`config.mk`:
```
export PLATFORM = sky130hd
export DESIGN_NAME = led_alert_pattern_sequencer
export DESIGN_NICKNAME = d
export VERILOG_FILES = /design/src/hw/rtl/laps_pkg.sv /design/src/hw/rtl/laps_ctrl.sv /design/src/hw/rtl/laps_datapath.sv /design/src/hw/rtl/led_alert_pattern_sequencer.sv
export SDC_FILE = /design/constraint.sdc
export NUM_CORES = 1
export LEC_CHECK = 0
export ABC_CLOCK_PERIOD_IN_PS = 3260
export BUFFER_PORTS_ARGS = -buffer_cell sky130_fd_sc_hd__buf_2
export CAP_MARGIN = 40
export CORE_MARGIN = 3
export CORE_UTILIZATION = 55
export CTS_CLUSTER_SIZE = 16
export DETAILED_ROUTE_END_ITERATION = 8
export GPL_ROUTABILITY_DRIVEN = 0
export GPL_TIMING_DRIVEN = 0
export PLACE_DENSITY = 0.8
export SYNTH_ARGS = -nofsm -noshare
export SYNTH_HDL_FRONTEND = slang
export SYNTH_SLANG_ARGS = --single-unit
```
`constraint.sdc`:
```
create_clock -name i_clk -period 3.26 [get_ports i_clk]
set_input_delay 0.326 -clock i_clk [delete_from_list [all_inputs] [get_ports i_clk]]
set_output_delay 0.326 -clock i_clk [all_outputs]
set_load 0.005 [all_outputs]
```
`src/hw/rtl/laps_pkg.sv`:
```
// shared types and constants for the led alert pattern sequencer
// no dependencies; used by laps_ctrl, laps_datapath and the top level
package laps_pkg;

    // input opcodes
    localparam logic [1:0] OP_COMMAND  = 2'd0;
    localparam logic [1:0] OP_ROLLOVER = 2'd1;
    localparam logic [1:0] OP_FRAME    = 2'd2;

    // button codes
    localparam logic [7:0] CMD_OFF    = 8'hA6;
    localparam logic [7:0] CMD_WAVE   = 8'hB5;
    localparam logic [7:0] CMD_PULSE  = 8'hC0;
    localparam logic [7:0] CMD_REDYEL = 8'hD2;

    // configuration register indexes
    localparam int unsigned CFG_IDX_W = 2;
    localparam logic [CFG_IDX_W-1:0] CFG_COLOR_ORDER  = 2'd0;
    localparam logic [CFG_IDX_W-1:0] CFG_TIMEOUT      = 2'd1;

    localparam logic       COLOR_ORDER_RST   = 1'b1;
    localparam logic [7:0] TIMEOUT_RST       = 8'd27;

    // animation constants
    localparam logic [7:0] PULSE_STEP     = 8'd5;
    localparam logic [7:0] PULSE_TOP      = 8'd250;
    localparam logic [7:0] PULSE_BOTTOM   = 8'h0F;
    localparam logic [7:0] PULSE_RST      = 8'h0F;
    localparam logic [7:0] PULSE_START    = 8'hFF;
    localparam logic [7:0] YELLOW_GREEN   = 8'h7F;
    localparam logic [3:0] WAVE_LAST      = 4'd14;

    localparam logic [8:0] HOLD_OFF       = 9'd0;
    localparam logic [8:0] HOLD_ANIM      = 9'd20;
    localparam logic [8:0] HOLD_REDYEL    = 9'd500;

    localparam int unsigned LED_W = 6;

    typedef enum logic [1:0] {
        MODE_OFF    = 2'd0,
        MODE_WAVE   = 2'd1,
        MODE_PULSE  = 2'd2,
        MODE_REDYEL = 2'd3
    } t_mode;

    // controller to datapath
    typedef struct packed {
        logic do_command;
        logic do_rollover;
        logic frame_start;
        logic load_led;
        logic frame_end;
    } t_dp_cmd;

    // datapath to controller
    typedef struct packed {
        logic last_led;
    } t_dp_status;

    // blue level of the wave for one phase
    function automatic logic [7:0] wave_blue(input logic [3:0] phase);
        logic [7:0] b;
        case (phase)
            4'd3:    b = 8'h0F;
            4'd4:    b = 8'h1F;
            4'd5:    b = 8'h3F;
            4'd6:    b = 8'h7F;
            4'd7:    b = 8'hFF;
            4'd8:    b = 8'h7F;
            4'd9:    b = 8'h3F;
            4'd10:   b = 8'h1F;
            4'd11:   b = 8'h0F;
            default: b = 8'h00;
        endcase
        return b;
    endfunction

    function automatic logic [3:0] wave_next(input logic [3:0] phase);
        return (phase >= WAVE_LAST) ? 4'd0 : phase + 4'd1;
    endfunction

endpackage

```
`src/hw/rtl/laps_ctrl.sv`:
```
// controller state machine: input handshake, frame sequencing, output valid
// depends on laps_pkg
module laps_ctrl (
    input  logic                  i_clk,
    input  logic                  i_rst_n,
    input  logic                  i_in_valid,
    output logic                  o_in_stall,
    input  logic [1:0]            i_opcode,
    output logic                  o_out_valid,
    input  logic                  i_out_stall,
    output laps_pkg::t_dp_cmd     o_cmd,
    input  laps_pkg::t_dp_status  i_status
);

    typedef enum logic {
        ST_IDLE,
        ST_EMIT
    } t_state;

    t_state r_state, n_state;
    logic   r_out_valid, n_out_valid;
    logic   accept, take, can_load;

    assign o_in_stall  = (r_state == ST_EMIT);
    assign o_out_valid = r_out_valid;

    always_comb begin
        accept   = i_in_valid && (r_state == ST_IDLE);
        take     = r_out_valid && !i_out_stall;
        can_load = (r_state == ST_EMIT) && (!r_out_valid || take);

        o_cmd.do_command  = accept && (i_opcode == laps_pkg::OP_COMMAND);
        o_cmd.do_rollover = accept && (i_opcode == laps_pkg::OP_ROLLOVER);
        o_cmd.frame_start = accept && (i_opcode == laps_pkg::OP_FRAME);
        o_cmd.load_led    = can_load;
        o_cmd.frame_end   = can_load && i_status.last_led;

        n_state = r_state;
        case (r_state)
            ST_IDLE: begin
                if (o_cmd.frame_start) n_state = ST_EMIT;
            end
            ST_EMIT: begin
                if (o_cmd.frame_end) n_state = ST_IDLE;
            end
            default: n_state = ST_IDLE;
        endcase

        if (can_load) n_out_valid = 1'b1;
        else if (take) n_out_valid = 1'b0;
        else n_out_valid = r_out_valid;
    end

    always_ff @(posedge i_clk) begin
        if (!i_rst_n) begin
            r_state     <= ST_IDLE;
            r_out_valid <= 1'b0;
        end else begin
            r_state     <= n_state;
            r_out_valid <= n_out_valid;
        end
    end

endmodule

```
`src/hw/rtl/laps_datapath.sv`:
```
// datapath: mode and animation state, config registers, per-led colour
// and the output word register; depends on laps_pkg
module laps_datapath #(
    parameter int unsigned LED_COUNT = 16
) (
    input  logic                          i_clk,
    input  logic                          i_rst_n,
    input  laps_pkg::t_dp_cmd             i_cmd,
    output laps_pkg::t_dp_status          o_status,
    input  logic [7:0]                    i_command_byte,
    input  logic                          i_cfg_write,
    input  logic [laps_pkg::CFG_IDX_W-1:0] i_cfg_index,
    input  logic [7:0]                    i_cfg_data,
    output logic [laps_pkg::LED_W-1:0]    o_led_index,
    output logic [7:0]                    o_first_byte,
    output logic [7:0]                    o_second_byte,
    output logic [7:0]                    o_third_byte,
    output logic                          o_last,
    output logic [8:0]                    o_hold_ms
);

    localparam logic [laps_pkg::LED_W-1:0] LastLed = laps_pkg::LED_W'(LED_COUNT - 1);

    laps_pkg::t_mode r_mode, n_mode;
    logic [7:0] r_count, n_count;
    logic [7:0] r_level, n_level;
    logic       r_rising, n_rising;
    logic [3:0] r_wave, n_wave;
    logic       r_red_even, n_red_even;
    logic       r_color_order;
    logic [7:0] r_timeout;
    logic [laps_pkg::LED_W-1:0] r_led;
    logic [3:0] r_phase;

    logic [7:0] red, green, blue, count_inc, level_step;
    logic [8:0] hold;

    assign o_status.last_led = (r_led == LastLed);

    // colour of the led at r_led
    always_comb begin
        red   = 8'h00;
        green = 8'h00;
        blue  = 8'h00;
        hold  = laps_pkg::HOLD_ANIM;
        case (r_mode)
            laps_pkg::MODE_OFF:   hold = laps_pkg::HOLD_OFF;
            laps_pkg::MODE_WAVE:  blue = laps_pkg::wave_blue(r_phase);
            laps_pkg::MODE_PULSE: red  = r_level;
            laps_pkg::MODE_REDYEL: begin
                hold  = laps_pkg::HOLD_REDYEL;
                red   = 8'hFF;
                green = (!r_led[0] == r_red_even) ? 8'h00 : laps_pkg::YELLOW_GREEN;
            end
            default: hold = laps_pkg::HOLD_OFF;
        endcase
    end

    // mode and animation updates
    always_comb begin
        n_mode     = r_mode;
        n_count    = r_count;
        n_level    = r_level;
        n_rising   = r_rising;
        n_wave     = r_wave;
        n_red_even = r_red_even;
        count_inc  = r_count + 8'd1;
        level_step = r_rising ? r_level + laps_pkg::PULSE_STEP
                              : r_level - laps_pkg::PULSE_STEP;

        if (i_cmd.do_command) begin
            case (i_command_byte)
                laps_pkg::CMD_OFF: n_mode = laps_pkg::MODE_OFF;
                laps_pkg::CMD_WAVE: begin
                    n_mode  = laps_pkg::MODE_WAVE;
                    n_count = 8'd0;
                end
                laps_pkg::CMD_PULSE: begin
                    n_mode  = laps_pkg::MODE_PULSE;
                    n_level = laps_pkg::PULSE_START;
                    n_count = 8'd0;
                end
                laps_pkg::CMD_REDYEL: begin
                    n_mode  = laps_pkg::MODE_REDYEL;
                    n_count = 8'd0;
                end
                default: n_mode = r_mode;
            endcase
        end

        if (i_cmd.do_rollover && (r_mode != laps_pkg::MODE_OFF)) begin
            n_count = count_inc;
            if (count_inc > r_timeout) n_mode = laps_pkg::MODE_OFF;
        end

        if (i_cmd.frame_end) begin
            case (r_mode)
                laps_pkg::MODE_WAVE: n_wave = laps_pkg::wave_next(r_wave);
                laps_pkg::MODE_PULSE: begin
                    n_level = level_step;
                    if (r_rising && (level_step > laps_pkg::PULSE_TOP)) n_rising = 1'b0;
                    if (!r_rising && (level_step < laps_pkg::PULSE_BOTTOM)) n_rising = 1'b1;
                end
                laps_pkg::MODE_REDYEL: n_red_even = !r_red_even;
                default: n_wave = r_wave;
            endcase
        end
    end

    always_ff @(posedge i_clk) begin
        if (!i_rst_n) begin
            r_mode        <= laps_pkg::MODE_OFF;
            r_count       <= 8'd0;
            r_level       <= laps_pkg::PULSE_RST;
            r_rising      <= 1'b1;
            r_wave        <= 4'd0;
            r_red_even    <= 1'b1;
            r_color_order <= laps_pkg::COLOR_ORDER_RST;
            r_timeout     <= laps_pkg::TIMEOUT_RST;
        end else begin
            r_mode     <= n_mode;
            r_count    <= n_count;
            r_level    <= n_level;
            r_rising   <= n_rising;
            r_wave     <= n_wave;
            r_red_even <= n_red_even;
            if (i_cfg_write && (i_cfg_index == laps_pkg::CFG_COLOR_ORDER))
                r_color_order <= i_cfg_data[0];
            if (i_cfg_write && (i_cfg_index == laps_pkg::CFG_TIMEOUT))
                r_timeout <= i_cfg_data;
        end
    end

    // led walk and output word
    always_ff @(posedge i_clk) begin
        if (i_cmd.frame_start) begin
            r_led   <= '0;
            r_phase <= r_wave;
        end else if (i_cmd.load_led) begin
            r_led   <= r_led + laps_pkg::LED_W'(1);
            r_phase <= laps_pkg::wave_next(r_phase);
        end
        if (i_cmd.load_led) begin
            o_led_index   <= r_led;
            o_first_byte  <= r_color_order ? green : red;
            o_second_byte <= r_color_order ? red : green;
            o_third_byte  <= blue;
            o_last        <= o_status.last_led;
            o_hold_ms     <= hold;
        end
    end

endmodule

```
`src/hw/rtl/led_alert_pattern_sequencer.sv`:
```
// top level of the led alert pattern sequencer
// depends on laps_pkg, laps_ctrl and laps_datapath
//
// usage
// - input channel (i_in_valid / o_in_stall) carries one word: an opcode and a
//   command byte. opcode command selects a display mode, rollover counts
//   toward auto shutoff, frame emits one output word per led
// - command and rollover words give no output
// - a frame word gives LED_COUNT output words, one per cycle while the
//   receiver keeps i_out_stall low; o_in_stall is high while the leds are
//   loaded, stepped by the single led walk counter in the datapath; the
//   first word is loaded into the output register once the controller is
//   in its emit state
// - output channel (o_out_valid / i_out_stall) comes from a register, so the
//   next input word is taken while the final led word still waits
// - a stalled output holds its word; the led walk pauses with it
// - config port (i_cfg_valid / o_cfg_ready) is always ready; index 0 is the
//   colour byte order, index 1 the timeout limit; write only while idle
// - synchronous reset: mode off, animation at its start, config at defaults,
//   no output pending
module led_alert_pattern_sequencer #(
    parameter int unsigned LED_COUNT = 16
) (
    input  logic                           i_clk,
    input  logic                           i_rst_n,
    // input channel
    input  logic                           i_in_valid,
    output logic                           o_in_stall,
    input  logic [1:0]                     i_opcode,
    input  logic [7:0]                     i_command_byte,
    // output channel
    output logic                           o_out_valid,
    input  logic                           i_out_stall,
    output logic [laps_pkg::LED_W-1:0]     o_led_index,
    output logic [7:0]                     o_first_byte,
    output logic [7:0]                     o_second_byte,
    output logic [7:0]                     o_third_byte,
    output logic                           o_last,
    output logic [8:0]                     o_hold_ms,
    // config write channel
    input  logic                           i_cfg_valid,
    output logic                           o_cfg_ready,
    input  logic [laps_pkg::CFG_IDX_W-1:0] i_cfg_index,
    input  logic [7:0]                     i_cfg_data
);

    laps_pkg::t_dp_cmd    dp_cmd;
    laps_pkg::t_dp_status dp_status;

    // registers are plain flops, always able to take a write
    assign o_cfg_ready = 1'b1;

    laps_ctrl u_ctrl (
        .i_clk       (i_clk),
        .i_rst_n     (i_rst_n),
        .i_in_valid  (i_in_valid),
        .o_in_stall  (o_in_stall),
        .i_opcode    (i_opcode),
        .o_out_valid (o_out_valid),
        .i_out_stall (i_out_stall),
        .o_cmd       (dp_cmd),
        .i_status    (dp_status)
    );

    laps_datapath #(
        .LED_COUNT (LED_COUNT)
    ) u_datapath (
        .i_clk          (i_clk),
        .i_rst_n        (i_rst_n),
        .i_cmd          (dp_cmd),
        .o_status       (dp_status),
        .i_command_byte (i_command_byte),
        .i_cfg_write    (i_cfg_valid && o_cfg_ready),
        .i_cfg_index    (i_cfg_index),
        .i_cfg_data     (i_cfg_data),
        .o_led_index    (o_led_index),
        .o_first_byte   (o_first_byte),
        .o_second_byte  (o_second_byte),
        .o_third_byte   (o_third_byte),
        .o_last         (o_last),
        .o_hold_ms      (o_hold_ms)
    );

endmodule

```
======== Word-level counts from Yosys, hierarchy flattened ========
Memory sizes are Yosys's and may differ from the RTL's. A register that Yosys moved wholly into a read port is not among the register bits.
Index checks and enable logic that the tools add are counted.
operators by class
  order comparisons ....................... 5
  equality and inequality tests ........... 12
  reduce and logical (&&, ||, !) cells .... 33
  add/sub/neg operators ................... 6
  bitwise operators ....................... 1
  mux-type cells .......................... 29
operator list
  operator                                                     count
  two-way mux 8 bit                                            11
  == test 8 bit (second input constant)                        4
  one-hot mux 9 bit (2 select lines)                           1
  two-way mux 4 bit                                            4
  one-hot mux 8 bit (2 select lines)                           1
  logical AND 1 bit                                            12
  nonzero test 2 bit                                           6
  adder 4 x 1 -> 4 bit (second input constant)                 2
  adder 8 x 1 -> 8 bit (second input constant)                 1
  adder 8 x 3 -> 8 bit (second input constant)                 1
  >= comparator 4 bit (second input constant)                  2
  > comparator 8 bit                                           1
  > comparator 8 bit (second input constant)                   1
  less-than comparator 8 x 4 -> 1 bit (second input constant)  1
  one-hot mux 2 bit (4 select lines)                           1
  subtractor 8 x 3 -> 8 bit (second input constant)            1
  two-way mux 7 bit                                            1
  adder 6 x 1 -> 6 bit (second input constant)                 1
  == test 2 x 1 -> 1 bit (second input constant)               3
  == test 2 bit (second input constant)                        3
  == test 6 x 4 -> 1 bit (second input constant)               1
  zero test 1 bit                                              6
  zero test 2 bit                                              3
  two-way mux 1 bit                                            6
  8 further kinds                                              12
storage, ports and cells
  memory bits (read-only) ................. 128
  input port bits ......................... 25
  memories ................................ 1
  register bits after elaboration ......... 77
  logic and storage cells ................. 104
memories
  memory           depth  width  rd ports  clocked after Yosys merged registers in  wr ports  RTL line        RTL
  (no name shown)  16     8      1         1                                        0         laps_pkg.sv:63  case (phase)

======== Logic depth before layout (Yosys ltp) ========
  depth in word-level cells ............... 7
  mapped depth ............................ 10
  gate-level depth less buffers ........... 10

======== By module ========
From an unflattened synthesis, not the netlist that was laid out.
second synthesis, totals
  cell total of the unflattened synthesis .. 403
  area, all modules ....................... 4008.8 um2
modules (own cells, without submodules)
  module                       cells each  sequential area each (um2)  area each (um2)  instances
  laps_datapath                388         1801.7                      3857.4           1
  laps_ctrl                    13          40.0                        140.1            1
  led_alert_pattern_sequencer  2           0.0                         11.3             1

======== Least setup slack after synthesis ========
No wires, ideal clock.
  kind .................................... register -> register
  start point ............................. register u_ctrl.r_state, in the netlist u_ctrl.o_in_stall
  end point ............................... register u_datapath.r_rising
  path buffers ............................ 1
  clock period less this slack ............ 2.452 ns
  arrival ................................. 2.331 ns
  path slack .............................. 0.808 ns
  cell stages (with the launch flop) ...... 8
  path through ............................ dfxtp_1 > a21boi_4 > nand4_2 > or3b_1 > buf_6 > nor4bb_1 > a32o_1 > a2bb2oi_2
RTL lines
  what                    RTL line              RTL
  start, declared         laps_ctrl.sv:20       t_state r_state, n_state;
  start signal, assigned  laps_ctrl.sv:59       r_state <= n_state;
  end signal, assigned    laps_datapath.sv:124  r_rising <= n_rising;
  end, declared           laps_datapath.sv:27   logic r_rising, n_rising;

==> results.cfg <==
[clock_network]
clock-sinks = 75
hold_buffers = 0
cts_made_buffers = 9
clock_path_buffers = 2
cts_resized = 0
clk_pin_slew_ns = 0.07
root_buffer = clkbuf_8
cts_tree = yes
clk_latency_ns = 0.34
cts_max_level = 3
post-cts-setup-buffers = 0

[placed_design]
io_buffers = 62
dp_hpwl_mm = 5.519
place_inst = 531

[outcome]
status = finished clean

[worst_setup_path]
cp_max_fo = 30
path_class = reg -> reg
critPathCaptureType = register
required_ns = 3.49
critPathTopFamily = simple AND/OR/NAND/NOR gates
cp-start-kind = register
startpoint = u_ctrl.o_in_stall
cp_slowest_stage_delay_ns = 0.40
path_cells = a21boi_4 -> buf_12 -> nand4_2 -> or3b_1 -> buf_6 -> nor4bb_1 -> a32o_1 -> a2bb2oi_2
crit_arrival_ns = 2.65
crit_path_top_delay_cell = or3b_1
worst-path-buf-inv = 2
r2r-start = u_ctrl.o_in_stall

[routing]
drc_errors = 0
wl_mm = 7.196
routed_via_density = 5.208
vias = 2849
postRouteAntennaNets = 0
firstDrtPassIters = 4
wire_per_inst_um = 13.16
drt_iter0_markers = 124

[logic_synthesis]
syn_avg_cell_area_sq_um = 10.39
synth-edff-count = 34
ys_types = 56
synth-seq-area-share_pct = 47.64
synth_seq_cells = 75
synth_warnings = 0
syn_area_sq_um = 3866
ys_async_sr_fraction_pct = 0
synth_flop_cell = dfxtp_1
syn_inst = 372
synth_top_area_cell = edfxtp_1
yosys-top-cells-area = edfxtp_1, dfxtp_1, ha_1
synth_top_area_share_pct = 26.41

[layout]
mostFrequentLayoutCells = buf_2, dfxtp_1, edfxtp_1
diodes = 0
mostFrequentLayoutCell = buf_2
multi_input_area_sq_um = 1837
fin_cells = 547
seq_area_sq_um = 1842
filler_cell_count = 495
fin_nets = 501
drive_gt1_share_pct = 23.13
area_growth_pct = 17.12

[die]
io-pin-count = 68
initial_core_util_pct = 58.87
core_area_sq_um = 6568
die_h_um = 89.84
num_rows = 29
die_w_um = 89.84
die_area_sq_um = 8071

[sta]
finalHoldViolations = 0
setup_tns_ns = 0
period_minus_slack_ns = 2.419
worst_slew_pin_slew_ns = 0.5979
slew_headroom_pct = 59.90
rsz0062_at_grt = false
finalSetupViolCount = 0
fmax_ghz = 0.4133
drv_slew = 0
timing.final.crit_share_pct = 74.22
skew_ns = 0.01164

[power_and_ir_drop]
p_leak_nw = 1.926
ir_worst_vdd_mv = 0.2162
p_per_area_nw_per_um2 = 422.3

[global_routing]
antenna_found_initial = 0
grt_pass1_vias = 2643
gr-total-overflow = 0
grt_max_degree = 31
grt_pass1_wl_mm = 11.98
track_usage_pct = 18.05

[hold_path]
hp-class = in -> reg
worstHoldStart = i_cfg_data[4]

[job]
maxCapViolCount = 0
==> stage by stage <==
step	area [sq um]	hold slack (ns)	total power [W]	utilization, %	setup slack, ns
floorplan	3874	0.4401	0.001156	-	0.8079
global placement	4300	0.4577	0.001207	65.48	0.3848
detailed placement	4325	0.4653	0.001215	65.86	0.7836
CTS	4528	0.2013	0.001922	68.95	0.8169
global route	4528	0.2382	0.001977	68.95	0.6459
finish	4528	0.2165	0.001912	68.95	0.8406
==> worst min-delay path, cell delays in order <==
cell and delay [ns]:
buf_2 0.07, o21ai_0 0.07, nand2_1 0.06
==> path summary, 6_finish.rpt <==
path	end	slack [ns]	depth (start not counted)
worst max-delay path	u_datapath.r_rising	0.84	8
worst min-delay path	u_datapath.r_timeout[4]	0.22	3
worst max register to register	u_datapath.r_rising	0.84	8
worst min register to register	u_datapath.o_led_index[5]	0.49	0
==> routing by layer <==
layer  up-vias  part of all wire (%)  GRT usage (%)  routed length (um)
met5         -                     0              0                   0
met1      1311                    47          22.61                3369
met2        61                    48          30.70                3434
met3         9                   4.1          3.255                 294
li1       1468                     -              -                   -
met4         0                   1.3          7.663                  97
==> registers in the layout, summed over array words and instances (netlist names), 2 cells and up <==
| register | flops |
|---|---|
| u_datapath.r_led | 6 |
| u_datapath.o_second_byte | 8 |
| u_datapath.o_first_byte | 8 |
| u_datapath.r_wave | 4 |
| u_datapath.r_mode | 2 |
| u_datapath.o_third_byte | 5 |
| u_datapath.r_phase | 4 |
| u_datapath.o_led_index | 6 |
| u_datapath.o_hold_ms | 2 |
| u_datapath.r_count | 8 |
| u_datapath.r_timeout | 8 |
| u_datapath.r_level | 8 |
==> layout make-up <==
type | count | share of cell area [%]
Multi-Input combinational cell | 260 | 40.56
Tap cell | 93 | 2.570
Inverter | 18 | 1.492
Clock inverter | 5 | 1.354
Sequential cell | 75 | 40.67
Timing Repair Buffer | 64 | 7.405
Buffer | 21 | 2.818
Clock buffer | 11 | 3.122
==> kinds of logic (layout without fill, tap and decap cells) <==
| group | Yosys count | after routing | share of synthesized area (%) |
|---|---|---|---|
| and+or+nand+nor | 124 | 124 | 17.73 |
| AOI/OAI and AO/OA | 74 | 74 | 13.11 |
| DFF | 75 | 75 | 47.64 |
| muxes | 9 | 9 | 2.363 |
| other | 2 | 4 | 0.1942 |
| adders and majority gates | 27 | 27 | 8.932 |
| xor gates and xnor gates | 22 | 22 | 4.984 |
| buffers and inverters | 39 | 119 | 5.048 |
==> synthesized netlist by cell type, types with 4 or more instances <==
cell type,number
edfxtp_1,34
nor3b_1,7
o22ai_1,7
nand3_1,4
nor2_1,31
mux2i_1,8
ha_1,26
nand2_1,26
and3_1,5
o221a_2,4
xnor2_1,11
o21ai_0,23
inv_1,18
a211oi_1,4
a21oi_1,11
xor2_1,11
dfxtp_1,41
nand4_1,4
a22oi_1,6
buf_4,11
nor2b_1,19
clkbuf_1,9
nand2b_1,7
==> power breakdown <==
group	total [W]	internal (W)	switching (W)
Clock	0.000715	0.000377	0.000338
Combinational	0.000149	0.0000733	0.0000755
Sequential	0.00105	0.00102	0.0000300
Total	0.00191	0.00147	0.000443
Power figures use the tool's default switching activity.
